## src/design/mlp_pkg.sv

```systemverilog
`timescale 1ns / 1ps
// ----------------------------------------------------------------------------
// mlp_pkg
// Shared record kinds and result types of the measurement line parser.
// ----------------------------------------------------------------------------
package mlp_pkg;

   localparam logic [2:0] KIND_BEGIN    = 3'd0;
   localparam logic [2:0] KIND_END      = 3'd1;
   localparam logic [2:0] KIND_DATA     = 3'd2;
   localparam logic [2:0] KIND_ERROR    = 3'd3;
   localparam logic [2:0] KIND_OVERFLOW = 3'd4;

   typedef struct packed {
      logic [2:0]         record_kind;
      logic [31:0]        timestamp;
      logic [31:0]        adc_code;
      logic [31:0]        voltage_millivolts;
      logic signed [31:0] current_nanoamps;
   } result_type;

   typedef struct packed {
      logic       fire;
      result_type rec;
   } parse_out_type;

endpackage

```

## src/design/mlp_parse.sv

```systemverilog
`timescale 1ns / 1ps
// ----------------------------------------------------------------------------
// mlp_parse
// Per-byte parser: keeps line state, reports non-empty lines and overflows.
// ----------------------------------------------------------------------------
module mlp_parse #(
   parameter int LINE_CAPACITY = 256
) (
   input  logic                   clock,
   input  logic                   reset,
   input  logic                   output_enable,
   input  logic                   byte_valid,
   input  logic [7:0]             rx_byte,
   output mlp_pkg::parse_out_type parse_out
);

   localparam int LEN_W = $clog2(LINE_CAPACITY);
   localparam logic [LEN_W-1:0] LEN_LAST = LEN_W'(LINE_CAPACITY - 1);

   localparam logic [2:0] PH_LEAD     = 3'd0;
   localparam logic [2:0] PH_WS       = 3'd1;
   localparam logic [2:0] PH_SIGN     = 3'd2;
   localparam logic [2:0] PH_DIGITS   = 3'd3;
   localparam logic [2:0] PH_DONE     = 3'd4;
   localparam logic [2:0] PH_FAIL     = 3'd5;
   localparam logic [2:0] PH_KW_BEGIN = 3'd6;
   localparam logic [2:0] PH_KW_END   = 3'd7;

   localparam logic [7:0] CH_NUL   = 8'h00;
   localparam logic [7:0] CH_TAB   = 8'h09;
   localparam logic [7:0] CH_LF    = 8'h0A;
   localparam logic [7:0] CH_VT    = 8'h0B;
   localparam logic [7:0] CH_FF    = 8'h0C;
   localparam logic [7:0] CH_CR    = 8'h0D;
   localparam logic [7:0] CH_SPACE = 8'h20;
   localparam logic [7:0] CH_PLUS  = 8'h2B;
   localparam logic [7:0] CH_COMMA = 8'h2C;
   localparam logic [7:0] CH_MINUS = 8'h2D;
   localparam logic [7:0] CH_ZERO  = 8'h30;
   localparam logic [7:0] CH_NINE  = 8'h39;
   localparam logic [7:0] CH_B     = 8'h42;
   localparam logic [7:0] CH_D     = 8'h44;
   localparam logic [7:0] CH_E     = 8'h45;
   localparam logic [7:0] CH_G     = 8'h47;
   localparam logic [7:0] CH_I     = 8'h49;
   localparam logic [7:0] CH_N     = 8'h4E;

   localparam logic [2:0] BEGIN_LEN = 3'd5;
   localparam logic [2:0] END_LEN   = 3'd3;
   localparam logic [1:0] LAST_FIELD = 2'd3;

   function automatic logic [7:0] begin_char(input logic [2:0] idx);
      case (idx)
         3'd0:    begin_char = CH_B;
         3'd1:    begin_char = CH_E;
         3'd2:    begin_char = CH_G;
         3'd3:    begin_char = CH_I;
         default: begin_char = CH_N;
      endcase
   endfunction

   function automatic logic [7:0] end_char(input logic [2:0] idx);
      case (idx)
         3'd0:    end_char = CH_E;
         3'd1:    end_char = CH_N;
         default: end_char = CH_D;
      endcase
   endfunction

   function automatic logic is_digit(input logic [7:0] c);
      is_digit = (c >= CH_ZERO) && (c <= CH_NINE);
   endfunction

   // Phase after a byte where a number may start.
   function automatic logic [2:0] number_phase(input logic [7:0] c);
      if (c == CH_SPACE || c == CH_TAB || c == CH_VT || c == CH_FF) begin
         number_phase = PH_WS;
      end else if (c == CH_PLUS || c == CH_MINUS) begin
         number_phase = PH_SIGN;
      end else if (is_digit(c)) begin
         number_phase = PH_DIGITS;
      end else begin
         number_phase = PH_FAIL;
      end
   endfunction

   logic [LEN_W-1:0] len_ff, len_in;
   logic [2:0]       phase_ff, phase_in;
   logic [1:0]       field_ff, field_in;
   logic [2:0]       kw_ff, kw_in;
   logic [32:0]      time_ff, time_in;
   logic [32:0]      adc_ff, adc_in;
   logic [32:0]      volt_ff, volt_in;
   logic [31:0]      cur_ff, cur_in;
   logic             minus_ff, minus_in;
   logic             ended_ff, ended_in;

   // Shared digit and finish unit on the accumulator of the current field.
   logic [32:0] sel_acc;
   logic [32:0] digit_lim;
   logic [35:0] prod;
   logic [32:0] acc_digit;
   logic [32:0] neg_acc;
   logic [32:0] acc_finish;

   always_comb begin
      case (field_ff)
         2'd0:    sel_acc = time_ff;
         2'd1:    sel_acc = adc_ff;
         2'd2:    sel_acc = volt_ff;
         default: sel_acc = {1'b0, cur_ff};
      endcase
      digit_lim = (field_ff == LAST_FIELD) ? 33'h0_8000_0000 : 33'h1_0000_0000;
      prod = ({3'b000, sel_acc} << 3) + ({3'b000, sel_acc} << 1)
           + {32'd0, rx_byte[3:0]};
      acc_digit = (prod > {3'b000, digit_lim}) ? digit_lim : prod[32:0];
      neg_acc = (~sel_acc) + 33'd1;
      if (field_ff == LAST_FIELD) begin
         if (minus_ff) begin
            acc_finish = (sel_acc >= 33'h0_8000_0000) ? 33'h0_8000_0000
                                                      : {1'b0, neg_acc[31:0]};
         end else begin
            acc_finish = (sel_acc > 33'h0_7FFF_FFFF) ? 33'h0_7FFF_FFFF : sel_acc;
         end
      end else begin
         if (sel_acc > 33'h0_FFFF_FFFF) begin
            acc_finish = 33'h0_FFFF_FFFF;
         end else begin
            acc_finish = minus_ff ? {1'b0, neg_acc[31:0]} : sel_acc;
         end
      end
   end

   // Character-level transition of the current line.
   logic       do_digit;
   logic       do_finish;
   logic [2:0] feed_phase;
   logic [1:0] feed_field;
   logic [2:0] feed_kw;
   logic       feed_minus;
   logic [2:0] np;

   always_comb begin
      feed_phase = phase_ff;
      feed_field = field_ff;
      feed_kw    = kw_ff;
      feed_minus = minus_ff;
      do_digit   = 1'b0;
      do_finish  = 1'b0;
      np         = number_phase(rx_byte);
      case (phase_ff)
         PH_LEAD: begin
            if (rx_byte == CH_SPACE || rx_byte == CH_TAB) begin
               feed_phase = PH_LEAD;
            end else if (rx_byte == CH_B) begin
               feed_phase = PH_KW_BEGIN;
               feed_kw    = 3'd1;
            end else if (rx_byte == CH_E) begin
               feed_phase = PH_KW_END;
               feed_kw    = 3'd1;
            end else begin
               feed_phase = np;
               do_digit   = (np == PH_DIGITS);
               if (np == PH_SIGN) begin
                  feed_minus = (rx_byte == CH_MINUS);
               end
            end
         end
         PH_WS: begin
            feed_phase = np;
            do_digit   = (np == PH_DIGITS);
            if (np == PH_SIGN) begin
               feed_minus = (rx_byte == CH_MINUS);
            end
         end
         PH_SIGN: begin
            if (is_digit(rx_byte)) begin
               do_digit   = 1'b1;
               feed_phase = PH_DIGITS;
            end else begin
               feed_phase = PH_FAIL;
            end
         end
         PH_DIGITS: begin
            if (is_digit(rx_byte)) begin
               do_digit = 1'b1;
            end else begin
               do_finish = 1'b1;
               if (field_ff == LAST_FIELD) begin
                  feed_phase = PH_DONE;
               end else if (rx_byte == CH_COMMA) begin
                  feed_field = field_ff + 2'd1;
                  feed_minus = 1'b0;
                  feed_phase = PH_WS;
               end else begin
                  feed_phase = PH_FAIL;
               end
            end
         end
         PH_KW_BEGIN: begin
            if (kw_ff < BEGIN_LEN && rx_byte == begin_char(kw_ff)) begin
               feed_kw = kw_ff + 3'd1;
            end else begin
               feed_phase = PH_FAIL;
            end
         end
         PH_KW_END: begin
            if (kw_ff < END_LEN && rx_byte == end_char(kw_ff)) begin
               feed_kw = kw_ff + 3'd1;
            end else begin
               feed_phase = PH_FAIL;
            end
         end
         default: begin
            feed_phase = phase_ff;
         end
      endcase
   end

   // Line-level step: length, line end, overflow and record.
   logic        is_eol;
   logic        end_finish;
   logic [2:0]  line_kind;
   logic [32:0] acc_new;
   logic        acc_write;

   always_comb begin
      is_eol     = (rx_byte == CH_LF) || (rx_byte == CH_CR);
      end_finish = (phase_ff == PH_DIGITS) && (field_ff == LAST_FIELD);
      if (phase_ff == PH_KW_BEGIN && kw_ff == BEGIN_LEN) begin
         line_kind = mlp_pkg::KIND_BEGIN;
      end else if (phase_ff == PH_KW_END && kw_ff == END_LEN) begin
         line_kind = mlp_pkg::KIND_END;
      end else if (phase_ff == PH_DONE || end_finish) begin
         line_kind = mlp_pkg::KIND_DATA;
      end else begin
         line_kind = mlp_pkg::KIND_ERROR;
      end
      acc_new   = do_digit ? acc_digit : acc_finish;
      acc_write = do_digit || do_finish;

      len_in   = len_ff;
      phase_in = phase_ff;
      field_in = field_ff;
      kw_in    = kw_ff;
      time_in  = time_ff;
      adc_in   = adc_ff;
      volt_in  = volt_ff;
      cur_in   = cur_ff;
      minus_in = minus_ff;
      ended_in = ended_ff;

      parse_out.fire                       = 1'b0;
      parse_out.rec.record_kind            = line_kind;
      parse_out.rec.timestamp              = 32'd0;
      parse_out.rec.adc_code               = 32'd0;
      parse_out.rec.voltage_millivolts     = 32'd0;
      parse_out.rec.current_nanoamps       = 32'sd0;

      if (byte_valid) begin
         if (!is_eol && len_ff != LEN_LAST) begin
            len_in = len_ff + LEN_W'(1);
            if (!ended_ff) begin
               if (rx_byte == CH_NUL) begin
                  ended_in = 1'b1;
               end else begin
                  phase_in = feed_phase;
                  field_in = feed_field;
                  kw_in    = feed_kw;
                  minus_in = feed_minus;
                  if (acc_write) begin
                     case (field_ff)
                        2'd0:    time_in = acc_new;
                        2'd1:    adc_in  = acc_new;
                        2'd2:    volt_in = acc_new;
                        default: cur_in  = acc_new[31:0];
                     endcase
                  end
               end
            end
         end else if (!is_eol || len_ff != '0) begin
            // Overflow or a finished non-empty line: report, then start afresh.
            if (!is_eol) begin
               parse_out.fire            = 1'b1;
               parse_out.rec.record_kind = mlp_pkg::KIND_OVERFLOW;
            end else begin
               parse_out.fire = (line_kind == mlp_pkg::KIND_ERROR) || output_enable;
               if (line_kind == mlp_pkg::KIND_DATA) begin
                  parse_out.rec.timestamp          = time_ff[31:0];
                  parse_out.rec.adc_code           = adc_ff[31:0];
                  parse_out.rec.voltage_millivolts = volt_ff[31:0];
                  parse_out.rec.current_nanoamps   =
                     end_finish ? acc_finish[31:0] : cur_ff;
               end
            end
            len_in   = '0;
            phase_in = PH_LEAD;
            field_in = 2'd0;
            kw_in    = 3'd0;
            time_in  = 33'd0;
            adc_in   = 33'd0;
            volt_in  = 33'd0;
            cur_in   = 32'd0;
            minus_in = 1'b0;
            ended_in = 1'b0;
         end
      end
   end

   always_ff @(posedge clock) begin
      if (reset) begin
         len_ff   <= '0;
         phase_ff <= PH_LEAD;
         field_ff <= 2'd0;
         kw_ff    <= 3'd0;
         time_ff  <= 33'd0;
         adc_ff   <= 33'd0;
         volt_ff  <= 33'd0;
         cur_ff   <= 32'd0;
         minus_ff <= 1'b0;
         ended_ff <= 1'b0;
      end else begin
         len_ff   <= len_in;
         phase_ff <= phase_in;
         field_ff <= field_in;
         kw_ff    <= kw_in;
         time_ff  <= time_in;
         adc_ff   <= adc_in;
         volt_ff  <= volt_in;
         cur_ff   <= cur_in;
         minus_ff <= minus_in;
         ended_ff <= ended_in;
      end
   end

endmodule

```

## src/design/measurement_line_parser.sv

```systemverilog
`timescale 1ns / 1ps
// ----------------------------------------------------------------------------
// measurement_line_parser
// Parses received text lines into BEGIN/END markers, four-field data
// records, parse errors and line overflow reports.
// ----------------------------------------------------------------------------
//
//   channel  direction  handshake          payload
//   req      in         req_valid/stall    req_rx_byte
//   rsp      out        rsp_valid/stall    rsp_record_kind, rsp_timestamp,
//                                          rsp_adc_code, rsp_voltage_millivolts,
//                                          rsp_current_nanoamps
//   csr      in         csr_write_enable   csr_write_data (output enable)
//
// One request per cycle unless stalled: each byte is folded into the line
// state in the cycle it is accepted, through one shared multiply-by-ten-and-add
// unit. Records reach rsp from the output register, backed by the skid stage.
// Reset is synchronous and clears the line state, output enable and buffers.
// req_stall rises only when both the output register and the skid stage
// hold records that rsp has not taken.
//
module measurement_line_parser #(
   parameter int LINE_CAPACITY = 256
) (
   input  logic               clock,
   input  logic               reset,
   input  logic               req_valid,
   output logic               req_stall,
   input  logic [7:0]         req_rx_byte,
   output logic               rsp_valid,
   input  logic               rsp_stall,
   output logic [2:0]         rsp_record_kind,
   output logic [31:0]        rsp_timestamp,
   output logic [31:0]        rsp_adc_code,
   output logic [31:0]        rsp_voltage_millivolts,
   output logic signed [31:0] rsp_current_nanoamps,
   input  logic               csr_write_enable,
   input  logic               csr_write_data
);

   logic enable_ff;

   // Output register plus skid stage.
   logic                 out_valid_ff, out_valid_in;
   mlp_pkg::result_type  out_rec_ff, out_rec_in;
   logic                 skid_valid_ff, skid_valid_in;
   mlp_pkg::result_type  skid_rec_ff, skid_rec_in;

   logic                   req_accept;
   logic                   rsp_take;
   mlp_pkg::parse_out_type parse_out;

   // Accept whenever the skid stage is free; a new record always has a slot.
   assign req_stall  = skid_valid_ff;
   assign req_accept = req_valid && !req_stall;
   assign rsp_take   = out_valid_ff && !rsp_stall;

   mlp_parse #(
      .LINE_CAPACITY(LINE_CAPACITY)
   ) u_parse (
      .clock         (clock),
      .reset         (reset),
      .output_enable (enable_ff),
      .byte_valid    (req_accept),
      .rx_byte       (req_rx_byte),
      .parse_out     (parse_out)
   );

   always_comb begin
      out_valid_in  = out_valid_ff;
      out_rec_in    = out_rec_ff;
      skid_valid_in = skid_valid_ff;
      skid_rec_in   = skid_rec_ff;
      // Advance the skid record when the output is taken.
      if (rsp_take) begin
         out_valid_in  = skid_valid_ff;
         out_rec_in    = skid_rec_ff;
         skid_valid_in = 1'b0;
      end
      // Place a new record in the first free slot.
      if (parse_out.fire) begin
         if (!out_valid_in) begin
            out_valid_in = 1'b1;
            out_rec_in   = parse_out.rec;
         end else begin
            skid_valid_in = 1'b1;
            skid_rec_in   = parse_out.rec;
         end
      end
   end

   always_ff @(posedge clock) begin
      if (reset) begin
         enable_ff     <= 1'b0;
         out_valid_ff  <= 1'b0;
         skid_valid_ff <= 1'b0;
      end else begin
         if (csr_write_enable) begin
            enable_ff <= csr_write_data;
         end
         out_valid_ff  <= out_valid_in;
         skid_valid_ff <= skid_valid_in;
      end
   end

   // Payload registers hold without reset.
   always_ff @(posedge clock) begin
      out_rec_ff  <= out_rec_in;
      skid_rec_ff <= skid_rec_in;
   end

   assign rsp_valid              = out_valid_ff;
   assign rsp_record_kind        = out_rec_ff.record_kind;
   assign rsp_timestamp          = out_rec_ff.timestamp;
   assign rsp_adc_code           = out_rec_ff.adc_code;
   assign rsp_voltage_millivolts = out_rec_ff.voltage_millivolts;
   assign rsp_current_nanoamps   = out_rec_ff.current_nanoamps;

`ifndef SYNTHESIS
   // The skid stage only fills behind a full output register.
   skid_behind_out: assert property (@(posedge clock) disable iff (reset)
      skid_valid_ff |-> out_valid_ff)
      else $error("skid stage holds a record while the output is empty");

   // The skid stage fills only when the output was held by the consumer.
   skid_fill_on_stall: assert property (@(posedge clock) disable iff (reset)
      $rose(skid_valid_ff) |-> $past(out_valid_ff && rsp_stall))
      else $error("skid stage filled without a stalled output");

   // Records other than data carry zero numeric fields.
   non_data_zero: assert property (@(posedge clock) disable iff (reset)
      (rsp_valid && rsp_record_kind != mlp_pkg::KIND_DATA) |->
      (rsp_timestamp == 32'd0 && rsp_adc_code == 32'd0 &&
       rsp_voltage_millivolts == 32'd0 && rsp_current_nanoamps == 32'sd0))
      else $error("non-data record with nonzero fields");
`endif

endmodule
```

## config.mk

```make
export PLATFORM = sky130hd
export DESIGN_NAME = measurement_line_parser
export DESIGN_NICKNAME = d
export VERILOG_FILES = /design/src/design/mlp_pkg.sv /design/src/design/mlp_parse.sv /design/src/design/measurement_line_parser.sv
export SDC_FILE = /design/constraint.sdc
export NUM_CORES = 1
export LEC_CHECK = 0
export BUFFER_PORTS_ARGS = -buffer_cell sky130_fd_sc_hd__buf_2
export CAP_MARGIN = 20
export CORE_MARGIN = 2
export CORE_UTILIZATION = 30
export CTS_BUF_LIST = sky130_fd_sc_hd__clkbuf_16
export CTS_CLUSTER_SIZE = 16
export DETAILED_ROUTE_END_ITERATION = 8
export PLACE_DENSITY = 0.43
export SETUP_SLACK_MARGIN = 0.4
export SLEW_MARGIN = 10
export SYNTH_ARGS = -nofsm -noshare
export SYNTH_HDL_FRONTEND = slang
export SYNTH_SLANG_ARGS = --single-unit
export TNS_END_PERCENT = 30
```

## constraint.sdc

```tcl
create_clock -name clock -period 11.6 [get_ports clock]
set_input_delay 2.32 -clock clock [delete_from_list [all_inputs] [get_ports clock]]
set_output_delay 2.32 -clock clock [all_outputs]
set_load 0.02 [all_outputs]
```

======== Word level (Yosys, flattened, before mapping) ========
Cells that the tools add are included.
storage, ports and cells
  register bits after elaboration ......... 414
cells by class
  mux-type cells .......................... 112
  bitwise gates (word level) .............. 1
  equality and inequality tests ........... 56
  reductions and logical operators ........ 39
  $add $sub $neg .......................... 6
  $lt $le $gt $ge ......................... 8
operators with widths
  operator               number
  $mux 33                24
  $mux 132               3
  $mux 131               3
  $mux 128               2
  $mux 32                8
  $pmux 33 s3            1
  $mux 3                 26
  $eq 8x4->1 const B     5
  $add 36x34->36         1
  $add 36x4->36          1
  $gt 36x33->1           1
  $ge 33x32->1 const B   1
  $gt 33x31->1 const B   1
  $gt 33x32->1 const B   1
  $add 32x1->32 const B  1
  $eq 8x6->1 const B     4
  $mux 8                 4
  $not 32->32            1
  $mux 1                 27
  $eq 3x2->1 const B     8
  $reduce_and 6->1       4
  $ne 3x3->1 const B     7
  $pmux 3 s6             1
  $eq 8x7->1 const B     2
  other kinds (38)       85

======== Longest topological paths before layout ========
Gate-level depths: netlist of the first run.
  word-level depth ........................ 16
  gate-level depth with buffers ........... 34
  gate-level depth less buffers ........... 26

======== Cells and area by module ========
A second synthesis of the first run with hierarchy kept.
second synthesis, totals
  cell total of the unflattened synthesis .. 2,293
  area, all modules ....................... 23,188.5 µm²
by module, submodules not included
  module                   sequential area each (µm²)  area each (µm²)  cells each  instances
  mlp_parse                2,982.9                     12,589.6         1,722       1
  measurement_line_parser  6,616.3                     10,598.9         571         1

======== Worst setup path after synthesis of the first run ========
Ideal clock, no wire load.
  kind .................................... input port to flip-flop
  from .................................... in req_rx_byte[1]
  to ...................................... reg skid_rec_ff[0] (netlist bit), enable pin
  stages .................................. 7
  arrival ................................. 9.134 ns
  library setup time ...................... 0.625 ns
  setup slack ............................. 1.841 ns
  path buffers ............................ 1
  required time ........................... 10.975 ns
  cell sequence ........................... clkbuf_1 -> nand2b_1 -> mux2_2 -> or3_1 -> nand2_1 -> o211ai_1 -> nor2_1
on the way
  word-level cells in the longest chain between the ends .. 8
ends and longest elaborated chain
  what                                 line                                RTL
  start, declared                      measurement_line_parser.sv:29       input logic [7:0] req_rx_byte,
  $eq 8x4->1                           mlp_parse.sv:228                    is_eol = (rx_byte == CH_LF) || (rx_byte == CH_CR);
  $logic_or 1x1->1 *                   mlp_parse.sv:228
  $logic_not 1->1                      mlp_parse.sv:261, mlp_parse.sv:281
  $logic_or 1x1->1                     mlp_parse.sv:281                    end else if (!is_eol || len_ff != '0) begin
  $mux 132                             mlp_parse.sv:281
  $mux 132 *                           mlp_parse.sv:261                    if (!is_eol && len_ff != LEN_LAST) begin
  $mux 132 *                           mlp_parse.sv:260                    if (byte_valid) begin
  $reduce_and 2->1 (no source line) *  -
  end signal, assigned                 measurement_line_parser.sv:109      skid_rec_ff <= skid_rec_in;
  end, declared                        measurement_line_parser.sv:47       mlp_pkg::result_type skid_rec_ff, skid_rec_in;
Mark *: on every way between the ends. The rest lies on a longest branch, timed or not.
A chain may end at the register's enable or synchronous reset.

======== Worst setup path in the final report of the first run ========
  from .................................... reg u_parse.field_ff[0]
  to ...................................... reg u_parse.cur_ff[23]
on the way
  word-level cells in the longest chain between the ends .. 13
ends and longest elaborated chain
  what                                                                     line              RTL
  start, declared                                                          mlp_parse.sv:89   logic [1:0] field_ff, field_in;
  start signal, assigned                                                   mlp_parse.sv:325  field_ff <= field_in;
  parallel branches: the longest is 13 deep, another holds $add 36x34->36  -
  end signal, assigned                                                     mlp_parse.sv:330  cur_ff <= cur_in;
  end, declared                                                            mlp_parse.sv:94   logic [31:0] cur_ff, cur_in;
Parallel ways; which one is timed is not known. The select of a mux whose other input is x is not followed.

==> results of run 1 <==
-- registers in the layout, indices dropped and copies added, names as in the netlist, 3 cells and up --
signal and count:
skid_rec_ff 131, u_parse.volt_ff 33, rsp_timestamp 32, rsp_voltage_millivolts 32, rsp_record_kind 3, u_parse.len_ff 8
u_parse.adc_ff 33, u_parse.phase_ff 3, u_parse.time_ff 33, u_parse.cur_ff 32, rsp_adc_code 32, rsp_current_nanoamps 32
u_parse.kw_ff 3
-- stage by stage --
step	instance area [um2]	util [%]	total power, uW	worst slack, ns
after floorplan	22500	-	1720	1.84
after global placement	24200	32.5	1810	3.22
after detailed placement	24200	32.5	1810	3.09
after CTS	25700	34.6	3280	3.16
after global routing	25800	34.6	3360	2.51
final	25800	34.6	3240	3.00
-- Yosys cell counts, types with 6 or more instances --
cell type	number
a22o_1	29
and3_1	6
nand4_1	39
a21oi_1	125
dfxtp_1	283
nand3b_1	11
a31o_2	12
and2_1	114
edfxtp_1	131
o211ai_1	14
clkbuf_1	133
nor2b_1	16
a222oi_1	33
nand2_1	320
or2_2	11
or3_1	17
nor3b_1	8
a211oi_1	20
buf_2	27
o31ai_1	7
nor4_1	24
buf_1	14
ha_1	80
nand2b_1	16
a2111oi_0	6
mux2i_1	155
nor2_1	178
o21bai_1	8
a31oi_1	52
nor3_1	39
xnor2_1	31
a21o_1	40
inv_1	48
o21ai_0	220
o211a_1	8
xor2_1	18
o22ai_1	21
nand3_1	90
a22oi_1	6
o21a_1	14
o221ai_1	6
-- worst min-delay path, cell delays in order (launching register included) --
cell	delay, ns
dfxtp_1	0.33
a21oi_1	0.05
nor2_1	0.07
-- power by group through the flow --
stage	registers, uW	logic [uW]	clock network (uW)
floorplan	1640	76.5	0
global placement	1600	208	0
detailed placement	1600	210	0
CTS	1570	210	1500
global route	1570	226	1560
finish	1560	209	1470
-- metal layers --
| layer | wire length (um) | up-vias | GRT usage (%) |
|---|---|---|---|
| li1 | - | 9442 | - |
| met3 | 5600 | 161 | 3.06 |
| met4 | 3630 | 0 | 8.57 |
| met1 | 39300 | 9867 | 30.4 |
| met2 | 40100 | 791 | 35.8 |
| met5 | 0 | - | 0 |
-- cell type report --
type / count / area, um2 / area share (%)
multi-input combinational: 1891 / 12100 / 46.8
clock buffer: 49 / 1230 / 4.76
clock inverter: 41 / 293 / 1.14
tap: 969 / 1210 / 4.70
sequential: 414 / 9600 / 37.2
timing repair buffer: 205 / 1210 / 4.69
inverter: 48 / 180 / 0.699
-- cells by family after synthesis --
group | Yosys count
buf+inv | 229
fa+ha+maj | 82
xor+xnor | 49
flops | 414
simple gates | 907
compound gates | 693
mux | 160
-- how the worst max path moves through the flow --
stage / start / to / slack [ns] / cells after the start
after detailed placement: req_rx_byte[3] / u_parse.adc_ff[30]$_SDFFE_PP0P_ / 3.09 / 22
after floorplan: req_rx_byte[1] / skid_rec_ff[0]$_DFFE_PP_ / 1.84 / 7
after global placement: req_rx_byte[3] / u_parse.cur_ff[23]$_SDFFE_PP0P_ / 3.22 / 22
after CTS: u_parse.field_ff[0]$_SDFFE_PP0P_ / u_parse.cur_ff[23]$_SDFFE_PP0P_ / 3.16 / 26
after global routing: u_parse.field_ff[0]$_SDFFE_PP0P_ / u_parse.cur_ff[23]$_SDFFE_PP0P_ / 2.51 / 26
final: u_parse.field_ff[0]$_SDFFE_PP0P_ / u_parse.cur_ff[23]$_SDFFE_PP0P_ / 3.00 / 26
==> impl_metrics.ini, run 1 <==
[place]
place.gp.congestion = 0.919
placedCellCount = 3524
dpl.hpwl_um = 64500
port_buffers = 146

[logic_synthesis]
synth_seq_cells = 414
synthCells = 2534
syn_area_um2 = 22500
netlist.area_leader.share_pct = 25.1
yosysWarnings = 0
ys_types = 88
synthAdderAreaFrac_pct = 4.62
synth-seq-area-share_pct = 42.6
synth_compound_area_share_pct = 20.3
synth_largest_area_cell = dfxtp_1
synth_area_leaders = dfxtp_1, edfxtp_1, mux2i_1
synth_edf_count = 131
synth_top_family_by_area = compound AO/OA/AOI/OAI gates
async_reset_ff_share_pct = 0
synth_top_flop_cell = dfxtp_1
syn_nets = 2630
avgSynthCellArea_um2 = 8.90
synth-simple-area-share_pct = 19.3
synth_mux_area_share_pct = 7.13
yosys.area_share.xor_xnor_pct = 1.90

[layout]
drive_above_1_share_pct = 12.4
finalNetCount = 2704
final_cell_mix = nand2_1, dfxtp_1, o21ai_0
n_antenna_cell = 0
final_cells = 3617
area_delta_synth_final_pct = 14.3
final_common_cell = nand2_1
fillerInstances = 7691

[min_path]
hold_start = u_parse.ended_ff$_SDFFE_PP0P_
hold_class = reg2reg
hold_path_end = u_parse.ended_ff$_SDFFE_PP0P_
min_path_cells = 2

[clock_network]
cts-root-buf = clkbuf_16
clock_sinks = 414
insertion_delay_ns = 0.60
hold_buffers = 0
clk_pin_slew_worst_paths_ns = 0.06
clockBufferDepth = 3
cts_tree = yes
h-tree-depth = 2
numCtsBuffers = 48
cts-resized-gates = 0
postCtsSetupBuffers = 0

[sta]
timing.fmax_mhz = 116
period_share_pct = 74.1
max_slew.worst_pin.slew_ns = 1.32
final_hold_viol_count = 0
tns_ns = 0
timing.hold.ws_ns = 0.472
setup_viol = 0
finClkSkew_ns = 0.0374
final_max_slew_viol_count = 0
grt_setup_unrepaired = false
min_period_ns = 8.60
relSlewSlack_pct = 12.2

[critical_path]
ff2ff_path_depth = 26
arrival_ns = 9.09
reg2reg_slack_ns = 3.00
critPathSlowestCell = a222oi_1
path_max_fanout = 55
end_kind = register
crit_family = compound AO/OA/AOI/OAI gates
worstReg2RegStart = u_parse.field_ff[0]$_SDFFE_PP0P_
cpPeakStageDelay_ns = 1.01
crit_top_cell = ha_1
cp_data_required_time_ns = 12.09
path_buf_inv = 3
reg2reg_to = u_parse.cur_ff[23]$_SDFFE_PP0P_
cp-start-kind = register
critical_path_class = reg2reg

[die]
row_count = 100
start_util_pct = 30.3
coreArea_um2 = 74400
die_y_um = 278
ios = 147
die_w_um = 278
dieArea_um2 = 77400

[power_and_ir_drop]
power_switching_uw = 801
comb_power_share_pct = 6.4
seqPwrFrac_pct = 48.3
swShare_pct = 24.7
p_int_uw = 2440
p_leak_uw = 0.00957
clockPowerShare_pct = 45.2
ir_worst_vdd_mv = 0.0999
p_per_area_nw_per_um2 = 126

[job]
drv_cap = 0

[global_routing]
grt_start_max_net_pins = 214
grt_usage_pct = 22.3
grt-ovfl-total = 0
antenna_found_initial = 3
grt_pass1_vias = 19400
grt_pass1_wl_um = 131000

[detailed_routing]
via_per_inst = 5.60
wl_per_cell_um = 24.5
drc = 0
via_count = 20300
routed_wl_um = 88600
drtIter0Drc = 2103
firstDrtPassIters = 6
postRouteAntennaNets = 0

[run_status]
run_status = complete, no violations
(Power assumes the default switching activity.)
==> inputs of run 2 (changes only) <==
- clock period: 11.6 -> 8.03 ns (I/O delays scaled with it)
==> run 2 against run 1 <==
  * Non-clock buffer count grew 107
  * Routed wire length rose by 5.5%
  * Highest routed layer unchanged
  * First-iteration DRC count up 3.7%
  * Sequential cell count unchanged
  * Power grew 48%
==> impl_metrics.ini, run 2 (same netlist as run 1, synthesis figures left out) <==
[run_status]
run_status = complete, no violations

[sta]
final_max_slew_viol_count = 0
timing.fmax_mhz = 138
max_slew.worst_pin.slew_ns = 1.18
period_share_pct = 90.4
final_hold_viol_count = 0
setup_viol = 0
relSlewSlack_pct = 21.5
grt_setup_unrepaired = false
min_period_ns = 7.26
tns_ns = 0
finClkSkew_ns = 0.0392

[min_path]
hold_class = reg2reg
min_path_cells = 2

[critical_path]
cpPeakStageDelay_ns = 0.59
cp_data_required_time_ns = 8.51
reg2reg_slack_ns = 0.77
critical_path_class = reg2reg
critPathSlowestCell = or4_4
arrival_ns = 7.74
cp-start-kind = register
ff2ff_path_depth = 29
end_kind = register
path_max_fanout = 16

[clock_network]
clk_pin_slew_worst_paths_ns = 0.06
hold_buffers = 0
cts-root-buf = clkbuf_16
clock_sinks = 414
numCtsBuffers = 48
clockBufferDepth = 3
insertion_delay_ns = 0.60
h-tree-depth = 2
cts_tree = yes

[global_routing]
grt-ovfl-total = 0
grt.busiest_layer = met2
grt_pass1_wl_um = 137000
antenna_found_initial = 1
grt_usage_pct = 23.5
grtUsageMet1_pct = 32.8
met2_usage_pct = 36.6
grt_use_met3_pct = 2.90
grt_start_max_net_pins = 239
grt_pass1_vias = 19800

[place]
dpl.hpwl_um = 69500
placedCellCount = 3630
port_buffers = 146
place.gp.congestion = 0.956

[detailed_routing]
wl_per_cell_um = 25.1
drc = 0
via_count = 20700
postRouteAntennaNets = 0
routed_wl_um = 93500
firstDrtPassIters = 6
drtIter0Drc = 2180
via_per_inst = 5.56

[layout]
area_delta_synth_final_pct = 19.0
fillerInstances = 7636
final_cells = 3728
drive_above_1_share_pct = 16.3
final_cell_mix = nand2_1, dfxtp_1, o21ai_0
largest_reg_flops = 131
max_flop_register = skid_rec_ff
finalNetCount = 2811
final_common_cell = nand2_1

[die]
die_w_um = 278
ios = 147
coreArea_um2 = 74400
start_util_pct = 30.3
dieArea_um2 = 77400
row_count = 100
die_y_um = 278

[power_and_ir_drop]
ir_worst_vdd_mv = 0.121
p_leak_uw = 0.0101
p_per_area_nw_per_um2 = 178

[job]
drv_cap = 0
## run 2: area by class of cell
type / instances / area [um2] / share of cell area, %
Clock inverter: 41 / 378 / 1.41
Multi-Input combinational cell: 1891 / 12100 / 45.0
Clock buffer: 49 / 1230 / 4.57
Timing Repair Buffer: 312 / 2140 / 7.99
Antenna cell: 4 / 10.0 / 0.0373
Tap cell: 969 / 1210 / 4.52
Sequential cell: 414 / 9600 / 35.8
Inverter: 48 / 180 / 0.671
## run 2: metal layers
layer	up-vias	routed length, um
li1	9668	-
met1	10100	42400
met2	790	41500
met3	149	5220
met4	0	4290
met5	-	0
## run 2: report_power, final
group	switching, uW	internal [uW]	total (uW)
registers	43.3	2210	2260
clock network	912	1310	2220
logic	201	104	305
## run 2: final timing paths
check | from | to
min reg2reg | u_parse.ended_ff$_SDFFE_PP0P_ | u_parse.ended_ff$_SDFFE_PP0P_
max | u_parse.field_ff[0]$_SDFFE_PP0P_ | u_parse.volt_ff[12]$_SDFFE_PP0P_
max reg2reg | u_parse.field_ff[0]$_SDFFE_PP0P_ | u_parse.volt_ff[12]$_SDFFE_PP0P_
min | u_parse.ended_ff$_SDFFE_PP0P_ | u_parse.ended_ff$_SDFFE_PP0P_
## run 2: per-stage QoR
step	hold slack, ns	setup WS, ns	total power [uW]	instance area (um2)	util, %
after CTS	0.486	0.409	4840	26800	36.0
after floorplan	0.437	0.134	2480	22500	-
after detailed placement	0.472	0.456	2610	25200	33.8
after global placement	0.459	0.522	2610	25200	33.8
after global routing	0.514	0.351	4960	26800	36.0
final	0.480	0.774	4780	26800	36.0
## run 2: what timing repair did
action	4_1_cts	5_1_grt
setup endpoints to repair	0	119
setup buffers	0	3
hold endpoints to repair	0	0
gates resized for setup	0	6
## run 2: critical path: cells and delay by family, from the launching register on
kind	cells	cell delay, ns
AOI/OAI and AO/OA	9	2.24
and+or+nand+nor	8	1.88
adders and majority gates	4	1.24
buffers and inverters	6	1.09
DFF	1	0.41
xor gates and xnor gates	1	0.18
muxes	1	0.08
